File: src/sv/lbcd_pkg.sv
// Shared types for the LRU block cache directory.
// Holds the command and status structs between controller and datapath; no dependencies.
`timescale 1ns / 1ps

package lbcd_pkg;

    // Commands from the controller to the datapath
    typedef struct packed {
        logic cap;   // capture an accepted request
        logic look;  // register the hit and victim decision
        logic upd;   // commit state and load the result register
    } t_lbcd_cmd;

    // Status from the datapath to the controller
    typedef struct packed {
        logic out_valid;  // result register holds an untaken result
    } t_lbcd_stat;

endpackage

File: src/sv/lru_block_cache_directory_core.sv
// Top level of the LRU block cache directory: stream ports and field packing.
// Instantiates lbcd_ctrl and lbcd_dpath; depends on lbcd_pkg.
//
//  channel   dir  handshake            payload
//  --------  ---  -------------------  -------------------------------------------
//  request   in   i_s_tvalid/o_s_tready tdata: block_num; tuser: func
//  result    out  o_m_tvalid/i_m_tready tdata: hit, slot, served_block,
//                                       victim_valid, victim_block; tuser: error
//  config    in   i_cfg_wr_en           i_cfg_wr_data: initial_block_count
//
// A request is looked up in the cycle after its transfer (tag compare and
// minimum-stamp tree), then committed once the result register is free, and the
// commit loads the result register that drives o_m_tdata. The next request is taken
// in the commit cycle, so a new request is accepted while the last one commits.
// Reset (synchronous, active low) clears all slots, stamps and the timer and
// sets the block count to 1. A waiting result holds in the output register;
// one more request is still taken, and its commit waits until the register frees.
`timescale 1ns / 1ps

module lru_block_cache_directory_core
    import lbcd_pkg::*;
#(
    parameter int NUM_PAGES      = 8,
    parameter int BLOCK_NUM_BITS = 24,
    parameter int STAMP_BITS     = 32
) (
    input  logic                                    i_clk,
    input  logic                                    i_rst_n,
    // request: [BLOCK_NUM_BITS-1:0] block_num, zero fill above
    input  logic                                    i_s_tvalid,
    output logic                                    o_s_tready,
    input  logic [((BLOCK_NUM_BITS+7)/8)*8-1:0]     i_s_tdata,
    // request: [0] func
    input  logic [0:0]                              i_s_tuser,
    // result: hit, slot, served_block, victim_valid, victim_block, zero fill above
    output logic                                    o_m_tvalid,
    input  logic                                    i_m_tready,
    output logic [((2*BLOCK_NUM_BITS+$clog2(NUM_PAGES)+2+7)/8)*8-1:0] o_m_tdata,
    // result: [0] error
    output logic [0:0]                              o_m_tuser,
    input  logic                                    i_cfg_wr_en,
    input  logic [BLOCK_NUM_BITS-1:0]               i_cfg_wr_data
);

    localparam int SB    = $clog2(NUM_PAGES);
    localparam int OUT_W = ((2*BLOCK_NUM_BITS+SB+2+7)/8)*8;

    t_lbcd_cmd                 w_cmd;
    t_lbcd_stat                w_stat;
    logic                      w_hit;
    logic [SB-1:0]             w_slot;
    logic [BLOCK_NUM_BITS-1:0] w_served;
    logic                      w_vv;
    logic [BLOCK_NUM_BITS-1:0] w_vb;
    logic                      w_err;

    lbcd_ctrl u_ctrl (
        .i_clk      (i_clk),
        .i_rst_n    (i_rst_n),
        .i_s_tvalid (i_s_tvalid),
        .i_m_tready (i_m_tready),
        .i_stat     (w_stat),
        .o_s_tready (o_s_tready),
        .o_cmd      (w_cmd)
    );

    lbcd_dpath #(
        .NUM_PAGES      (NUM_PAGES),
        .BLOCK_NUM_BITS (BLOCK_NUM_BITS),
        .STAMP_BITS     (STAMP_BITS)
    ) u_dpath (
        .i_clk          (i_clk),
        .i_rst_n        (i_rst_n),
        .i_cmd          (w_cmd),
        .o_stat         (w_stat),
        .i_func         (i_s_tuser[0]),
        .i_block_num    (i_s_tdata[BLOCK_NUM_BITS-1:0]),
        .i_cfg_wr_en    (i_cfg_wr_en),
        .i_cfg_wr_data  (i_cfg_wr_data),
        .i_m_tready     (i_m_tready),
        .o_m_tvalid     (o_m_tvalid),
        .o_hit          (w_hit),
        .o_slot         (w_slot),
        .o_served_block (w_served),
        .o_victim_valid (w_vv),
        .o_victim_block (w_vb),
        .o_error        (w_err)
    );

    // Pack result fields from the lowest bit up
    assign o_m_tdata = OUT_W'({w_vb, w_vv, w_served, w_slot, w_hit});
    assign o_m_tuser = w_err;

endmodule

File: src/sv/lbcd_ctrl.sv
// Request sequencer for the LRU block cache directory.
// Depends on lbcd_pkg for the command and status structs.
`timescale 1ns / 1ps

module lbcd_ctrl
    import lbcd_pkg::*;
(
    input  logic       i_clk,
    input  logic       i_rst_n,
    input  logic       i_s_tvalid,
    input  logic       i_m_tready,
    input  t_lbcd_stat i_stat,
    output logic       o_s_tready,
    output t_lbcd_cmd  o_cmd
);

    localparam logic [1:0] S_IDLE = 2'd0;
    localparam logic [1:0] S_LOOK = 2'd1;
    localparam logic [1:0] S_UPD  = 2'd2;

    logic [1:0] r_state;
    logic [1:0] n_state;
    logic       w_out_free;

    // Result register can take a new result this cycle
    assign w_out_free = !i_stat.out_valid || i_m_tready;

    // Sequence one request through lookup and commit
    always_comb begin
        n_state    = r_state;
        o_s_tready = 1'b0;
        o_cmd      = '0;
        case (r_state)
            S_IDLE: begin
                o_s_tready = 1'b1;
                if (i_s_tvalid) begin
                    o_cmd.cap = 1'b1;
                    n_state   = S_LOOK;
                end
            end
            S_LOOK: begin
                o_cmd.look = 1'b1;
                n_state    = S_UPD;
            end
            S_UPD: begin
                if (w_out_free) begin
                    o_cmd.upd  = 1'b1;
                    o_s_tready = 1'b1;
                    if (i_s_tvalid) begin
                        o_cmd.cap = 1'b1;
                        n_state   = S_LOOK;
                    end else begin
                        n_state = S_IDLE;
                    end
                end
            end
            default: begin
                n_state = S_IDLE;
            end
        endcase
    end

    // Advance the state
    always_ff @(posedge i_clk) begin
        if (!i_rst_n) begin
            r_state <= S_IDLE;
        end else begin
            r_state <= n_state;
        end
    end

endmodule

File: src/sv/lbcd_dpath.sv
// Datapath of the LRU block cache directory: slot tags, stamps, timer, block count,
// tag compare, minimum-stamp tree and result register. Depends on lbcd_pkg.
`timescale 1ns / 1ps

module lbcd_dpath
    import lbcd_pkg::*;
#(
    parameter int NUM_PAGES      = 8,
    parameter int BLOCK_NUM_BITS = 24,
    parameter int STAMP_BITS     = 32
) (
    input  logic                            i_clk,
    input  logic                            i_rst_n,
    input  t_lbcd_cmd                       i_cmd,
    output t_lbcd_stat                      o_stat,
    input  logic                            i_func,
    input  logic [BLOCK_NUM_BITS-1:0]       i_block_num,
    input  logic                            i_cfg_wr_en,
    input  logic [BLOCK_NUM_BITS-1:0]       i_cfg_wr_data,
    input  logic                            i_m_tready,
    output logic                            o_m_tvalid,
    output logic                            o_hit,
    output logic [$clog2(NUM_PAGES)-1:0]    o_slot,
    output logic [BLOCK_NUM_BITS-1:0]       o_served_block,
    output logic                            o_victim_valid,
    output logic [BLOCK_NUM_BITS-1:0]       o_victim_block,
    output logic                            o_error
);

    localparam int SB     = $clog2(NUM_PAGES);
    localparam int LEVELS = SB;
    localparam int P      = 1 << LEVELS;

    // Directory state
    logic [BLOCK_NUM_BITS-1:0] r_tag   [NUM_PAGES];
    logic [NUM_PAGES-1:0]      r_valid;
    logic [STAMP_BITS-1:0]     r_stamp [NUM_PAGES];
    logic [STAMP_BITS-1:0]     r_timer;
    logic [BLOCK_NUM_BITS-1:0] r_count;

    // Captured request
    logic                      r_func;
    logic [BLOCK_NUM_BITS-1:0] r_blk;

    // Registered decision
    logic                      r_d_err;
    logic                      r_d_hit;
    logic [SB-1:0]             r_d_idx;
    logic [BLOCK_NUM_BITS-1:0] r_d_blk;
    logic                      r_d_vv;
    logic [BLOCK_NUM_BITS-1:0] r_d_vb;
    logic [STAMP_BITS-1:0]     r_d_timer;
    logic                      r_d_wrap;

    // Result register
    logic                      r_out_valid;
    logic                      r_out_hit;
    logic [SB-1:0]             r_out_slot;
    logic [BLOCK_NUM_BITS-1:0] r_out_served;
    logic                      r_out_vv;
    logic [BLOCK_NUM_BITS-1:0] r_out_vb;
    logic                      r_out_err;

    // Lookup logic
    logic [STAMP_BITS-1:0]     w_timer_inc;
    logic                      w_wrap;
    logic [BLOCK_NUM_BITS-1:0] w_eff_blk;
    logic                      w_err;
    logic                      w_hit;
    logic [SB-1:0]             w_hit_idx;
    logic [SB-1:0]             w_vic_idx;
    logic [STAMP_BITS-1:0]     w_tval [LEVELS+1][P];
    logic [SB-1:0]             w_tidx [LEVELS+1][P];

    assign w_timer_inc = r_timer + 1'b1;
    assign w_wrap      = (w_timer_inc == '0);
    assign w_eff_blk   = r_func ? r_count : r_blk;
    assign w_err       = r_func ? (r_count == '1) : (r_blk >= r_count);

    // Compare the tag in every valid slot, lowest match wins
    always_comb begin
        w_hit     = 1'b0;
        w_hit_idx = '0;
        for (int i = NUM_PAGES - 1; i >= 0; i--) begin
            if (r_valid[i] && (r_tag[i] == w_eff_blk)) begin
                w_hit     = 1'b1;
                w_hit_idx = SB'(i);
            end
        end
    end

    // Minimum-stamp tree; the left side wins ties so the lowest index is kept
    always_comb begin
        for (int l = 0; l <= LEVELS; l++) begin
            for (int j = 0; j < P; j++) begin
                w_tval[l][j] = '1;
                w_tidx[l][j] = '0;
            end
        end
        for (int i = 0; i < NUM_PAGES; i++) begin
            w_tval[0][i] = w_wrap ? '0 : r_stamp[i];
            w_tidx[0][i] = SB'(i);
        end
        for (int l = 0; l < LEVELS; l++) begin
            for (int j = 0; j < (P >> (l + 1)); j++) begin
                if (w_tval[l][2*j+1] < w_tval[l][2*j]) begin
                    w_tval[l+1][j] = w_tval[l][2*j+1];
                    w_tidx[l+1][j] = w_tidx[l][2*j+1];
                end else begin
                    w_tval[l+1][j] = w_tval[l][2*j];
                    w_tidx[l+1][j] = w_tidx[l][2*j];
                end
            end
        end
    end

    assign w_vic_idx = w_tidx[LEVELS][0];

    // Capture the request and register the decision
    always_ff @(posedge i_clk) begin
        if (i_cmd.cap) begin
            r_func <= i_func;
            r_blk  <= i_block_num;
        end
        if (i_cmd.look) begin
            r_d_err   <= w_err;
            r_d_hit   <= w_hit;
            r_d_idx   <= w_hit ? w_hit_idx : w_vic_idx;
            r_d_blk   <= w_eff_blk;
            r_d_vv    <= !w_hit && r_valid[w_vic_idx];
            r_d_vb    <= (!w_hit && r_valid[w_vic_idx]) ? r_tag[w_vic_idx] : '0;
            r_d_timer <= w_timer_inc;
            r_d_wrap  <= w_wrap;
        end
    end

    // Commit tags, stamps, timer and block count
    always_ff @(posedge i_clk) begin
        if (!i_rst_n) begin
            r_valid <= '0;
            r_timer <= '0;
            r_count <= BLOCK_NUM_BITS'(1);
            for (int i = 0; i < NUM_PAGES; i++) begin
                r_tag[i]   <= '0;
                r_stamp[i] <= '0;
            end
        end else begin
            if (i_cfg_wr_en) begin
                r_count <= i_cfg_wr_data;
            end
            if (i_cmd.upd && !r_d_err) begin
                r_timer <= r_d_timer;
                // On a wrap the timer is zero, so clearing covers the served slot too
                if (r_d_wrap) begin
                    for (int i = 0; i < NUM_PAGES; i++) begin
                        r_stamp[i] <= '0;
                    end
                end else begin
                    r_stamp[r_d_idx] <= r_d_timer;
                end
                if (!r_d_hit) begin
                    r_tag[r_d_idx]   <= r_d_blk;
                    r_valid[r_d_idx] <= 1'b1;
                end
                if (r_func) begin
                    r_count <= r_count + 1'b1;
                end
            end
        end
    end

    // Load the result register, drop it once transferred
    always_ff @(posedge i_clk) begin
        if (!i_rst_n) begin
            r_out_valid <= 1'b0;
        end else if (i_cmd.upd) begin
            r_out_valid <= 1'b1;
        end else if (i_m_tready) begin
            r_out_valid <= 1'b0;
        end
    end

    always_ff @(posedge i_clk) begin
        if (i_cmd.upd) begin
            r_out_err    <= r_d_err;
            r_out_hit    <= !r_d_err && r_d_hit;
            r_out_slot   <= r_d_err ? '0 : r_d_idx;
            r_out_served <= r_d_err ? '0 : r_d_blk;
            r_out_vv     <= !r_d_err && r_d_vv;
            r_out_vb     <= r_d_err ? '0 : r_d_vb;
        end
    end

    assign o_stat.out_valid = r_out_valid;
    assign o_m_tvalid       = r_out_valid;
    assign o_hit            = r_out_hit;
    assign o_slot           = r_out_slot;
    assign o_served_block   = r_out_served;
    assign o_victim_valid   = r_out_vv;
    assign o_victim_block   = r_out_vb;
    assign o_error          = r_out_err;

`ifndef SYNTHESIS
    a_err_clean: assert property (@(posedge i_clk) disable iff (!i_rst_n)
        r_out_valid && r_out_err |-> !r_out_hit && !r_out_vv)
        else $error("error result carries hit or victim");

    a_hit_no_victim: assert property (@(posedge i_clk) disable iff (!i_rst_n)
        r_out_valid && r_out_hit |-> !r_out_vv)
        else $error("hit result reports a victim");

    a_valid_grows: assert property (@(posedge i_clk) disable iff (!i_rst_n)
        $countones(r_valid) >= $past($countones(r_valid)))
        else $error("slot valid bit was cleared");

    a_miss_fills: assert property (@(posedge i_clk) disable iff (!i_rst_n)
        i_cmd.upd && !r_d_err && !r_d_hit |=> r_valid[$past(r_d_idx)])
        else $error("retagged slot not marked valid");
`endif

endmodule

File: config.mk
export PLATFORM = sky130hd
export DESIGN_NAME = lru_block_cache_directory_core
export DESIGN_NICKNAME = d
export VERILOG_FILES = /design/src/sv/lbcd_pkg.sv /design/src/sv/lru_block_cache_directory_core.sv /design/src/sv/lbcd_ctrl.sv /design/src/sv/lbcd_dpath.sv
export SDC_FILE = /design/constraint.sdc
export NUM_CORES = 2
export LEC_CHECK = 0
export BUFFER_PORTS_ARGS = -buffer_cell sky130_fd_sc_hd__buf_2
export CORE_MARGIN = 2
export CORE_UTILIZATION = 40
export CTS_CLUSTER_DIAMETER = 40
export DETAILED_ROUTE_END_ITERATION = 16
export MAX_ROUTING_LAYER = met4
export PLACE_DENSITY = 0.57
export SETUP_SLACK_MARGIN = 0.05
export SYNTH_ARGS = -nofsm -noshare
export SYNTH_HDL_FRONTEND = slang
export SYNTH_SLANG_ARGS = --single-unit
File: constraint.sdc
create_clock -name i_clk -period 19.7 [get_ports i_clk]
set_input_delay 0.985 -clock i_clk [delete_from_list [all_inputs] [get_ports i_clk]]
set_output_delay 0.985 -clock i_clk [all_outputs]
set_load 0.02 [all_outputs]
==> reports/metrics.cfg <==
[min_path]
whs_path_depth = 1
hold_start = u_dpath.r_valid[1]
min_to = u_dpath.r_valid[1]
min_path_type = reg -> reg

[route]
viasPerCell = 5.58
drt_wl_total_um = 127000
drt_iter0_markers = 2630
ant_nets = 0
route.detailed.drc = 0
wire_per_inst_um = 23.8
dr.pass1.iters = 6
via_count = 29800

[synth]
syn_area_um2 = 40000
synth_area_per_cell_um2 = 10.4
synth_cell_types = 83
synthTopCellsByCount = 614 x edfxtp_1, 577 x and2_1, 423 x nand2_1
synth_flop_cell = edfxtp_1
yosys-top-cells-area = edfxtp_1 46%, and2_1 9.0%, ha_1 7.6%, xnor2_1 4.5%, nand2_1 4.0%
yosysTopAreaCell = edfxtp_1
ys_async_sr_fraction_pct = 0
yosysWarningCount = 0
synth_edf_count = 614
synth_top_cell_area_share_pct = 46.1
synth.most_common_cell = edfxtp_1
synthCells = 3859
synth_seq_area_share_pct = 49.5
ys_seq_elements = 681

[sta]
setup_viol = 0
setup-tns-final_ns = 0
maxSlewHeadroom_pct = 21.5
post-route-period-util_pct = 77.0
drv_slew = 0
rsz0062_at_grt = no
clock_skew_ns = 0.0290
timing.final.crit_period_ns = 15.16
hold_viol_final = 0
worst_pin_slew_ns = 1.17
fin_ws_ns = 4.54
fmax_mhz = 66.0

[clock_network]
root_buffer = clkbuf_16
clock_latency_ns = 0.70
ctsResizeCount = 0
cts_buffers = 114
h-tree-depth = 3
cts_sinks = 681
cts.clk_slew.worst_paths_ns = 0.05
postCtsHoldBufs = 0
cts_tree = yes
post_cts_buffers = 0
max-clock-path-buffers = 3

[flow_run]
cap_violations = 0

[power_and_ir_drop]
total_power_mw = 4.58
pwr-share-clk_pct = 43.1
peakVddDrop_mv = 0.0925
netSwitchingFraction_pct = 31.1
p_seq_share_pct = 37.0
comb_power_share_pct = 20.0
pwr_density_cell_nw_per_um2 = 99.6
leakagePower_nw = 17.6
power.switching_mw = 1.43
intPower_mw = 3.15

[worst_setup_path]
crit_fanout = 91
path_class = reg -> reg
max_stage_delay_ns = 0.93
crit_path_top_delay_cell = nand3b_1
cp.required_ns = 20.09
crit_path_end_kind = flop
rr_endpoint = u_dpath.r_d_vb[20]
worst_setup_path_start_kind = flop
worst-r2r-cell-count = 43
rrSetupSlack_ns = 4.54
r2r-start = u_dpath.r_timer[0]
worst_ep_arrival_time_ns = 15.55

[grt]
antenna_found_initial = 2
grt_max_degree = 106
overflow = 0
grt_pass1_vias = 29000
grt_pass1_wl_um = 189000
grt_usage_pct = 25.2

[place]
preCtsSetupSlack_ns = 4.53
dp_hpwl_um = 91800
portBuffers = 109
gp_congestion = 0.971
placed_area_um2 = 42100

[layout]
fin_util_pct = 46.6
multi_input_area_um2 = 19300
fillers = 9244
drive_above_1_share_pct = 11.9
register_area_um2 = 19800
area_delta_synth_final_pct = 15.0
fin_area_um2 = 46000
fin_nets = 4254

[floorplan]
core_area_um2 = 98700
die_w_um = 320
dieArea_um2 = 102000
die_y_um = 320
ioPinCount = 113
rows = 115
start_util_pct = 40.5

[run_status]
status = complete, no violations

[power groups by stage]
stage | sequential (mW) | clock, mW | combinational, mW
3_5_place_dp | 1.72 | 0 | 0.903
2_1_floorplan | 1.70 | 0 | 0.604
4_1_cts | 1.69 | 2.00 | 0.909
6_report | 1.69 | 1.97 | 0.915
3_3_place_gp | 1.72 | 0 | 0.899
5_1_grt | 1.70 | 2.06 | 0.985
[critical path, delay by kind of cell (launching register included)]
kind	cells	cell delay, ns
flip-flops	1	0.44
buffers and inverters	5	2.25
AO/OA/AOI/OAI	17	4.12
adder cells (fa/ha/maj)	4	1.20
AND/OR/NAND/NOR	17	6.71
[area by class of cell]
class                   count  share of cell area [%]
flip-flops and latches    681                    43.0
multi-input cells        2887                    41.9
clock buffers             130                    6.59
well taps                1287                    3.50
repair buffers            192                    2.54
clock inverters            84                    1.74
inverters                  81                   0.662
diodes                      2                  0.0109
[sequential cells by signal, summed over array words and instances, names as in the netlist, 8 cells and up]
register and cells:
u_dpath.o_served_block 24, u_dpath.o_victim_block 24, u_dpath.r_blk 24, u_dpath.r_count 24
u_dpath.r_d_blk 24, u_dpath.r_d_timer 32, u_dpath.r_d_vb 24, u_dpath.r_stamp 256
u_dpath.r_tag 192, u_dpath.r_timer 32, u_dpath.r_valid 8
[cells by family (layout without fill, tap and decap cells)]
family / count (synthesis) / in the layout / share of synthesized area (%)
xor gates and xnor gates: 226 / 226 / 4.95
muxes: 53 / 53 / 1.40
DFF: 681 / 681 / 49.5
other: 1 / 5 / 0.00938
adders and majority gates: 243 / 243 / 7.61
buffers and inverters: 293 / 487 / 2.92
and+or+nand+nor: 1702 / 1702 / 23.0
AOI/OAI and AO/OA: 660 / 660 / 10.6
[routing by layer]
metal	vias to the layer above	track usage, %	routed length (um)
met1	14500	34.1	57400
met4	0	8.87	4410
met5	-	-	0
met3	217	2.81	6860
li1	14100	-	-
met2	970	39.4	58400
[through the flow]
step                      instances  hold slack, ns
after floorplan                3861           0.424
after global placement         5128           0.435
after detailed placement       5128           0.440
after CTS                      5342           0.412
after global routing           5342           0.436
final                          5344           0.451
[worst max-delay path by stage]
| stage | start | endpoint | slack (ns) | cells past startpoint |
|---|---|---|---|---|
| after detailed placement | u_dpath.r_timer[0] | u_dpath.r_d_vb[4] | 4.53 | 44 |
| after CTS | u_dpath.r_timer[0] | u_dpath.r_d_vb[4] | 4.53 | 44 |
| final | u_dpath.r_timer[0] | u_dpath.r_d_vb[20] | 4.54 | 43 |
| after global routing | u_dpath.r_timer[0] | u_dpath.r_d_vb[4] | 3.68 | 43 |
| after floorplan | u_dpath.r_timer[0] | u_dpath.r_d_vb[23] | 8.66 | 51 |
| after global placement | u_dpath.r_timer[0] | u_dpath.r_d_vb[14] | 4.93 | 44 |
[placed cells by master, fill, tap and decap left out, types with 11 or more instances in the layout]
cell and n:
buf_4 83, a21oi_1 139, xnor2_1 205, o21a_1 37
a211oi_1 20, a211o_1 11, nor2_1 194, mux2i_1 27
or3_1 12, nor2b_1 107, clkbuf_16 118, a31oi_1 38
inv_6 16, o211ai_1 12, o21ai_0 166, a21boi_0 46
inv_1 80, buf_2 109, edfxtp_1 614, mux2_2 24
nand4_1 69, nor4_2 21, nand2_1 423, a311oi_1 23
nand3_1 44, nand2b_1 14, and2_1 577, a21o_1 54
nor4_1 83, xor2_1 21, dfxtp_1 67, clkinvlp_4 15
a32oi_1 12, and3_1 22, ha_1 243, clkinv_4 15
nor3_1 73, clkinv_2 13, o22ai_1 25
No activity file was read; power rests on OpenSTA's default activity.
